<file path="config.mk">
export PLATFORM = sky130hd
export DESIGN_NAME = sliding_window_jitter_stddev_flat
export DESIGN_NICKNAME = d
export VERILOG_FILES = /design/src/design/swj_pkg.sv /design/src/design/swj_if.sv /design/src/design/swj_ctrl.sv /design/src/design/swj_dp.sv /design/src/design/sliding_window_jitter_stddev.sv /design/src/flat_wrapper.sv
export SDC_FILE = /design/constraint.sdc
export NUM_CORES = 2
export LEC_CHECK = 0
export ABC_AREA = 1
export BUFFER_PORTS_ARGS = -buffer_cell sky130_fd_sc_hd__buf_2
export CAP_MARGIN = 20
export CORE_MARGIN = 3
export CORE_UTILIZATION = 70
export DETAILED_ROUTE_END_ITERATION = 16
export PLACE_DENSITY = 0.94
export SETUP_SLACK_MARGIN = 0.1
export SLEW_MARGIN = 0
export SYNTH_ARGS = -nofsm -noshare
export SYNTH_HDL_FRONTEND = slang
export SYNTH_SLANG_ARGS = --single-unit
</file>
<file path="constraint.sdc">
create_clock -name clk -period 13.9 [get_ports clk]
set_input_delay 1.39 -clock clk [delete_from_list [all_inputs] [get_ports clk]]
set_output_delay 1.39 -clock clk [all_outputs]
set_load 0.02 [all_outputs]
</file>
<file path="src/design/swj_pkg.sv">
// ----------------------------------------------------------------------------
// Sliding window jitter package
// Sizes, widths and the controller-to-datapath command bundle.
// ----------------------------------------------------------------------------
`default_nettype none

package swj_pkg;

  localparam int Window    = 32;
  localparam int SampleW   = 16;
  localparam int SlotW     = (Window > 1) ? $clog2(Window) : 1;
  localparam int CountW    = $clog2(Window + 1);
  localparam int SumW      = SampleW + $clog2(Window);
  localparam int SqW       = 2 * SampleW + $clog2(Window);
  localparam int ProdW     = CountW + SqW;
  localparam int VarW      = 2 * SumW;
  localparam int FracShift = 16;
  localparam int RadW      = VarW + FracShift;
  localparam int RootW     = RadW / 2;
  localparam int RemW      = RootW + 2;
  localparam int StepW     = $clog2(RootW);
  localparam int JitW      = 23;
  localparam int CntOutW   = 6;

  localparam logic CmdAdd   = 1'b0;
  localparam logic CmdClear = 1'b1;

  typedef struct packed {
    logic load;       // latch the accepted request
    logic clear;      // empty the window
    logic read;       // read the ring at the write slot
    logic update;     // update sums, ring, slot and count
    logic mult;       // form n*S2 and S1*S1
    logic setup;      // form the variance numerator, start the root
    logic sqrt_step;  // one root digit
    logic step_load;  // reload the step counter
    logic div_step;   // one quotient bit
    logic load_out;   // move the result into the output register
  } swj_cmd_t;

  typedef struct packed {
    logic step_last;
  } swj_status_t;

endpackage

`default_nettype wire

</file>
<file path="src/design/swj_if.sv">
// ----------------------------------------------------------------------------
// Sliding window jitter channels
// Request channel (samples and clears) and result channel.
// ----------------------------------------------------------------------------
`default_nettype none

interface swj_in_if;
  import swj_pkg::*;

  logic               valid;
  logic               ready;
  logic               cmd;
  logic [SampleW-1:0] latency_ms;

  modport source (output valid, output cmd, output latency_ms, input ready);
  modport sink (input valid, input cmd, input latency_ms, output ready);
endinterface

interface swj_out_if;
  import swj_pkg::*;

  logic               valid;
  logic               ready;
  logic [JitW-1:0]    jitter_q8;
  logic [CntOutW-1:0] sample_count;

  modport source (output valid, output jitter_q8, output sample_count, input ready);
  modport sink (input valid, input jitter_q8, input sample_count, output ready);
endinterface

`default_nettype wire

</file>
<file path="src/design/swj_ctrl.sv">
// ----------------------------------------------------------------------------
// Sliding window jitter controller
// Sequences each sample through update, root and divide, owns result valid.
// ----------------------------------------------------------------------------
`default_nettype none

module swj_ctrl (
  input  wire                  clk,
  input  wire                  rst,
  input  wire                  sample_valid,
  input  wire                  sample_cmd,
  output logic                 sample_ready,
  output logic                 result_valid,
  input  wire                  result_ready,
  output swj_pkg::swj_cmd_t    cmd,
  input  swj_pkg::swj_status_t status
);
  import swj_pkg::*;

  localparam logic [2:0] S_IDLE = 3'd0;
  localparam logic [2:0] S_READ = 3'd1;
  localparam logic [2:0] S_UPD  = 3'd2;
  localparam logic [2:0] S_MUL  = 3'd3;
  localparam logic [2:0] S_SUB  = 3'd4;
  localparam logic [2:0] S_SQRT = 3'd5;
  localparam logic [2:0] S_DIV  = 3'd6;
  localparam logic [2:0] S_DONE = 3'd7;

  logic [2:0] state, state_next;
  logic       out_valid, out_valid_next;

  always_comb begin
    cmd        = '0;
    state_next = state;
    case (state)
      S_IDLE: begin
        if (sample_valid) begin
          cmd.load = 1'b1;
          if (sample_cmd == CmdClear) begin
            cmd.clear  = 1'b1;
            state_next = S_DONE;
          end else begin
            state_next = S_READ;
          end
        end
      end
      S_READ: begin
        cmd.read   = 1'b1;
        state_next = S_UPD;
      end
      S_UPD: begin
        cmd.update = 1'b1;
        state_next = S_MUL;
      end
      S_MUL: begin
        cmd.mult   = 1'b1;
        state_next = S_SUB;
      end
      S_SUB: begin
        cmd.setup  = 1'b1;
        state_next = S_SQRT;
      end
      S_SQRT: begin
        cmd.sqrt_step = 1'b1;
        if (status.step_last) begin
          cmd.step_load = 1'b1;
          state_next    = S_DIV;
        end
      end
      S_DIV: begin
        cmd.div_step = 1'b1;
        if (status.step_last) begin
          state_next = S_DONE;
        end
      end
      S_DONE: begin
        // The previous result must be gone before this one replaces it.
        if (!out_valid || result_ready) begin
          cmd.load_out = 1'b1;
          state_next   = S_IDLE;
        end
      end
      default: begin
        state_next = S_IDLE;
      end
    endcase
  end

  always_comb begin
    out_valid_next = out_valid;
    if (cmd.load_out) begin
      out_valid_next = 1'b1;
    end else if (result_ready) begin
      out_valid_next = 1'b0;
    end
  end

  always_ff @(posedge clk) begin
    if (rst) begin
      state     <= S_IDLE;
      out_valid <= 1'b0;
    end else begin
      state     <= state_next;
      out_valid <= out_valid_next;
    end
  end

  assign sample_ready = (state == S_IDLE);
  assign result_valid = out_valid;

  a_done_delivers: assert property (@(posedge clk) disable iff (rst)
    (state == S_DONE && (!out_valid || result_ready)) |=> (out_valid && state == S_IDLE))
    else $error("finished result was not presented");

  a_add_starts: assert property (@(posedge clk) disable iff (rst)
    (state == S_IDLE && sample_valid && sample_cmd == CmdAdd) |=> (state == S_READ))
    else $error("accepted sample did not start the update");

endmodule

`default_nettype wire

</file>
<file path="src/design/swj_dp.sv">
// ----------------------------------------------------------------------------
// Sliding window jitter datapath
// Sample ring, running sums, digit-serial square root and bit-serial divide.
// ----------------------------------------------------------------------------
`default_nettype none

module swj_dp (
  input  wire                         clk,
  input  wire                         rst,
  input  swj_pkg::swj_cmd_t           cmd,
  output swj_pkg::swj_status_t        status,
  input  wire [swj_pkg::SampleW-1:0]  latency_ms,
  output logic [swj_pkg::JitW-1:0]    jitter_q8,
  output logic [swj_pkg::CntOutW-1:0] sample_count
);
  import swj_pkg::*;

  logic [SampleW-1:0]   ring [Window];
  logic [SampleW-1:0]   rd_data;
  logic [SampleW-1:0]   x;
  logic [2*SampleW-1:0] x_sq;
  logic [SlotW-1:0]     slot;
  logic [CountW-1:0]    count;
  logic [SumW-1:0]      sum;
  logic [SqW-1:0]       sq;
  logic [ProdW-1:0]     prod_n;
  logic [VarW-1:0]      prod_s;
  logic [RadW-1:0]      rad;
  logic [RootW-1:0]     root;
  logic [RemW-1:0]      rem;
  logic [CountW-1:0]    drem;
  logic [StepW-1:0]     step;

  logic                 full;
  logic [SampleW-1:0]   old;
  logic [2*SampleW-1:0] old_sq;
  logic [VarW-1:0]      var_full;
  logic [RemW+1:0]      rem_sh;
  logic [RemW+1:0]      trial;
  logic                 root_fits;
  logic [CountW:0]      div_t;
  logic                 div_fits;

  assign full   = (count == CountW'(Window));
  // Once the ring is full the write slot holds the oldest sample.
  assign old    = full ? rd_data : '0;
  assign old_sq = (2*SampleW)'(old) * (2*SampleW)'(old);

  assign var_full = VarW'(prod_n - ProdW'(prod_s));

  assign rem_sh    = {rem, rad[RadW-1 -: 2]};
  assign trial     = (RemW + 2)'({root, 2'b01});
  assign root_fits = (rem_sh >= trial);

  assign div_t    = {drem, root[RootW-1]};
  assign div_fits = (div_t >= (CountW + 1)'(count));

  assign status.step_last = (step == '0);

  always_ff @(posedge clk) begin
    if (cmd.read) begin
      rd_data <= ring[slot];
    end
  end

  always_ff @(posedge clk) begin
    if (cmd.update) begin
      ring[slot] <= x;
    end
  end

  always_ff @(posedge clk) begin
    if (rst) begin
      slot  <= '0;
      count <= '0;
      sum   <= '0;
      sq    <= '0;
    end else if (cmd.clear) begin
      slot  <= '0;
      count <= '0;
      sum   <= '0;
      sq    <= '0;
    end else if (cmd.update) begin
      slot  <= (slot == SlotW'(Window - 1)) ? '0 : slot + SlotW'(1);
      count <= full ? count : count + CountW'(1);
      sum   <= sum - SumW'(old) + SumW'(x);
      sq    <= sq - SqW'(old_sq) + SqW'(x_sq);
    end
  end

  always_ff @(posedge clk) begin
    if (cmd.load) begin
      x <= latency_ms;
    end
    if (cmd.read) begin
      x_sq <= (2*SampleW)'(x) * (2*SampleW)'(x);
    end
    if (cmd.mult) begin
      prod_n <= ProdW'(count) * ProdW'(sq);
      prod_s <= VarW'(sum) * VarW'(sum);
    end

    if (cmd.setup || cmd.step_load) begin
      step <= StepW'(RootW - 1);
    end else if (cmd.sqrt_step || cmd.div_step) begin
      step <= step - StepW'(1);
    end

    if (cmd.clear) begin
      root <= '0;
    end else if (cmd.setup) begin
      rad  <= {var_full, {FracShift{1'b0}}};
      root <= '0;
      rem  <= '0;
      drem <= '0;
    end else if (cmd.sqrt_step) begin
      rad <= rad << 2;
      if (root_fits) begin
        rem  <= RemW'(rem_sh - trial);
        root <= {root[RootW-2:0], 1'b1};
      end else begin
        rem  <= RemW'(rem_sh);
        root <= {root[RootW-2:0], 1'b0};
      end
    end else if (cmd.div_step) begin
      // The root register shifts out dividend bits and takes quotient bits.
      if (div_fits) begin
        drem <= CountW'(div_t - (CountW + 1)'(count));
      end else begin
        drem <= CountW'(div_t);
      end
      root <= {root[RootW-2:0], div_fits};
    end

    if (cmd.load_out) begin
      jitter_q8    <= JitW'(root);
      sample_count <= CntOutW'(count);
    end
  end

  a_count_bound: assert property (@(posedge clk) disable iff (rst)
    (count <= CountW'(Window)))
    else $error("sample count exceeds the window");

  a_empty_sums: assert property (@(posedge clk) disable iff (rst)
    (count == '0) |-> (sum == '0 && sq == '0))
    else $error("empty window holds nonzero sums");

  a_slot_bound: assert property (@(posedge clk) disable iff (rst)
    (slot <= SlotW'(Window - 1)))
    else $error("write slot outside the ring");

endmodule

`default_nettype wire

</file>
<file path="src/design/sliding_window_jitter_stddev.sv">
// ----------------------------------------------------------------------------
// Sliding window jitter, population standard deviation
// Window of latency samples, result in unsigned fixed point with 8 fraction bits.
// ----------------------------------------------------------------------------
// A sample request runs the 29 root digit steps and then the 29 divide steps,
// which share the root register; a clear request goes straight to the output
// register. A new request is taken only once the previous result has been
// loaded. The ring holds no reset value; its read data is used only once the
// ring is full, when every slot is written. Synchronous reset empties the window.
`default_nettype none

module sliding_window_jitter_stddev (
  input wire          clk,
  input wire          rst,
  swj_in_if.sink      sample,
  swj_out_if.source   result
);
  import swj_pkg::*;

  swj_cmd_t    cmd;
  swj_status_t status;

  swj_ctrl u_ctrl (
    .clk          (clk),
    .rst          (rst),
    .sample_valid (sample.valid),
    .sample_cmd   (sample.cmd),
    .sample_ready (sample.ready),
    .result_valid (result.valid),
    .result_ready (result.ready),
    .cmd          (cmd),
    .status       (status)
  );

  swj_dp u_dp (
    .clk          (clk),
    .rst          (rst),
    .cmd          (cmd),
    .status       (status),
    .latency_ms   (sample.latency_ms),
    .jitter_q8    (result.jitter_q8),
    .sample_count (result.sample_count)
  );

endmodule

`default_nettype wire

</file>
<file path="src/flat_wrapper.sv">
// flat-port wrapper written by rule: the top's interface ports become plain ports
module sliding_window_jitter_stddev_flat import swj_pkg::*;
  (clk, rst, sample_valid, sample_cmd, sample_latency_ms, sample_ready, result_valid, result_jitter_q8, result_sample_count, result_ready);
  swj_in_if sample_i ();
  swj_out_if result_i ();
  input wire clk;
  input wire rst;
  input wire logic [$bits(sample_i.valid)-1:0] sample_valid;
  input wire logic [$bits(sample_i.cmd)-1:0] sample_cmd;
  input wire logic [$bits(sample_i.latency_ms)-1:0] sample_latency_ms;
  output wire logic [$bits(sample_i.ready)-1:0] sample_ready;
  output wire logic [$bits(result_i.valid)-1:0] result_valid;
  output wire logic [$bits(result_i.jitter_q8)-1:0] result_jitter_q8;
  output wire logic [$bits(result_i.sample_count)-1:0] result_sample_count;
  input wire logic [$bits(result_i.ready)-1:0] result_ready;
  assign sample_i.valid = sample_valid;
  assign sample_i.cmd = sample_cmd;
  assign sample_i.latency_ms = sample_latency_ms;
  assign sample_ready = sample_i.ready;
  assign result_valid = result_i.valid;
  assign result_jitter_q8 = result_i.jitter_q8;
  assign result_sample_count = result_i.sample_count;
  assign result_i.ready = result_ready;
  sliding_window_jitter_stddev u_core (.clk(clk), .rst(rst), .sample(sample_i), .result(result_i));
endmodule
</file>
==> flow_summary.toml <==
[global_route]
grt_usage = 0.398
grt_antenna_before_repair = 2
grt_pass1_vias = 62600
grt_pass1_wl_um = 343000
grt.overflow.total = 0
grt_max_degree = 100

[synth]
synth_top_family_by_area = "adder cells"
synthFlopType = "edfxtp_1"
synth.avg_cell_area_um2 = 9.25
synth_xor_area_frac = 0.0255
synthArstFlopShare = 0
seq_area_frac_synth = 0.332
synthCells = 8196
synth.distinct_cells = 64
synth_fa_ha_area_frac = 0.319
syn-cell-area_um2 = 75800
muxShareOfSynthArea = 0
synth_compound_area_frac = 0.0995
syn_nets = 9632
synth-edff-count = 766
synth_seq_cells = 873
synth-simple-area-share = 0.121
yosysWarnings = 0

[floorplanning]
die_y_um = 335
rows = 120
start_util = 0.707
die_w_um = 335
die_area_um2 = 112000
io_pins = 52
core-area_um2 = 107000

[timing]
max_slew_margin = 0.183
fin_worst_skew_ns = 0.0668
finalCritPeriodShare = 0.537
finalMaxSlewViolations = 0
tightest_slew_ns = 1.22
rsz0062_at_grt = "false"
layout_setup_ws_ns = 6.44
fin_tns_setup_ns = 0
setup_violations = 0
max_freq_ghz = 0.134
period_needed_ns = 7.46
finalHoldViolCount = 0

[clocking]
cts_buffers = 90
cts_setup_buffers = 0
cts.sinks = 873
cts_hold_buf = 0
clock_latency_ns = 0.74
cts_tree = "yes"
htree_levels = 3
max-clock-path-buffers = 3
cts.clk_slew.worst_paths_ns = 0.06
cts_root_buffer = "clkbuf_16"
cts-resized-gates = 0

[placement]
finalWeightedCongestion = 1.01
dp_hpwl_um = 158000
dp_slack_ns = 6.35
port_buffers = 51

[detailed_routing]
wl_per_cell_um = 23.0
vias_per_cell = 6.22
ant_nets = 0
drtIter0Drc = 7366
drc = 0
vias = 60100
firstDrtPassIters = 13
wl_um = 222000

[cells_and_area]
layout-drive-gt1-share = 0.0455
areaGrowthSynthToFinish_pct = 6.37
final_util = 0.752
nNetsFinal = 9618

[worst_setup_path]
cp-endpoint = "u_core.u_dp.sq[35]"
max_stage_delay_ns = 0.56
critPathCaptureType = "flip-flop"
worst-setup-path-type = "flip-flop to flip-flop"
critPathLaunch = "u_core.u_dp.count[1]"
worst-path-max-fanout = 16
r2r_start = "u_core.u_dp.count[1]"
required_ns = 14.47
worst-r2r-cell-count = 26
crit_arrival_ns = 8.04
rr_endpoint = "u_core.u_dp.sq[35]"
cp_slowest_cell = "fa_1"
r2r_slack_ns = 6.44
start_kind = "flip-flop"

[run]
max_cap_viol_count = 0

[worst_hold_path]
hold_class = "flip-flop to flip-flop"

[run_status]
status = "completed"
==> metrics by stage <==
| step | instance area [um^2] | std cells | hold WS, ns |
|---|---|---|---|
| floorplan | 75800 | 8196 | 0.450 |
| global placement | 77500 | 9491 | 0.464 |
| detailed placement | 77500 | 9491 | 0.470 |
| CTS | 80600 | 9657 | 0.489 |
| global route | 80600 | 9659 | 0.502 |
| finish | 80600 | 9661 | 0.489 |
==> final cells by class <==
class,count,area (um^2)
antenna,2,5.00
timing repair buffer,144,977
fill,6942,26600
tap,1403,1760
clock buffer,108,2330
sequential,873,25200
inverter,1807,6790
clock inverter,58,702
multi-input combinational,5266,42900
==> layout by cell type (no fill, tap or decap), types with 128 or more instances in the layout <==
master / count
xor2_1: 128
o21ai_0: 512
o22ai_1: 129
edfxtp_1: 766
a21oi_1: 371
ha_1: 556
inv_1: 1792
nor2_1: 772
fa_1: 859
nand2_1: 1252
==> logic make-up after synthesis <==
| kind of cell | count (synthesis) |
|---|---|
| AND/OR/NAND/NOR | 2309 |
| buffers and inverters | 2057 |
| adder cells (fa/ha/maj) | 1415 |
| AO/OA/AOI/OAI | 1321 |
| flip-flops | 873 |
| XOR/XNOR | 221 |
==> state kept, by name, indices dropped and copies added (netlist names), 16 cells and up <==
signal / count
u_core.u_dp.jitter_q8: 23
u_core.u_dp.prod_n: 42
u_core.u_dp.prod_s: 41
u_core.u_dp.rad: 42
u_core.u_dp.rd_data: 16
u_core.u_dp.rem: 31
u_core.u_dp.ring: 512
u_core.u_dp.root: 29
u_core.u_dp.sq: 37
u_core.u_dp.sum: 21
u_core.u_dp.x: 16
u_core.u_dp.x_sq: 31
==> metal layers <==
metal | global-route usage | part of all wire | vias up
met5 | 0 | 0.00010 | -
met4 | 0.238 | 0.074 | 4
met3 | 0.0790 | 0.10 | 1143
met2 | 0.670 | 0.48 | 4108
met1 | 0.478 | 0.35 | 28900
li1 | - | - | 26000
==> worst max-delay path: cells and delay by family (launching register included) <==
kind,cells,cell delay [ns]
compound gates,6,1.40
buf+inv,7,1.06
simple gates,5,1.06
flops,1,0.31
fa+ha+maj,8,3.51
==> how the worst min path moves through the flow <==
stage | slack (ns) | start | depth (start not counted) | endpoint
floorplan | 0.45 | u_core.u_dp.step[2] | 2 | u_core.u_dp.step[2]
global placement | 0.46 | u_core.u_dp.step[3] | 2 | u_core.u_dp.step[3]
detailed placement | 0.47 | u_core.u_dp.root[8] | 0 | u_core.u_dp.jitter_q8[8]
CTS | 0.49 | u_core.u_dp.root[14] | 0 | u_core.u_dp.jitter_q8[14]
global route | 0.50 | u_core.u_dp.root[28] | 2 | u_core.u_dp.root[28]
finish | 0.49 | u_core.u_dp.root[18] | 0 | u_core.u_dp.jitter_q8[18]
==> synthesized netlist by cell type (all sizes together), types with 31 or more instances <==
library cell,instances,area [um^2]
a21o,34,257
a21oi,377,1920
a221oi,33,289
a31oi,53,332
buf,38,226
clkbuf,212,797
dfxtp,107,2140
edfxtp,766,23000
fa,859,17200
ha,556,6960
inv,1803,6770
nand2,1271,4820
nand3,119,596
nand4,31,194
nor2,794,3030
nor3,48,260
o21ai,556,2820
o21bai,37,285
o22ai,129,807
xnor2,93,815
xor2,128,1120
Power is not shown: default switching activity piles up to over one toggle a cycle in this logic, so the estimate is an artifact.
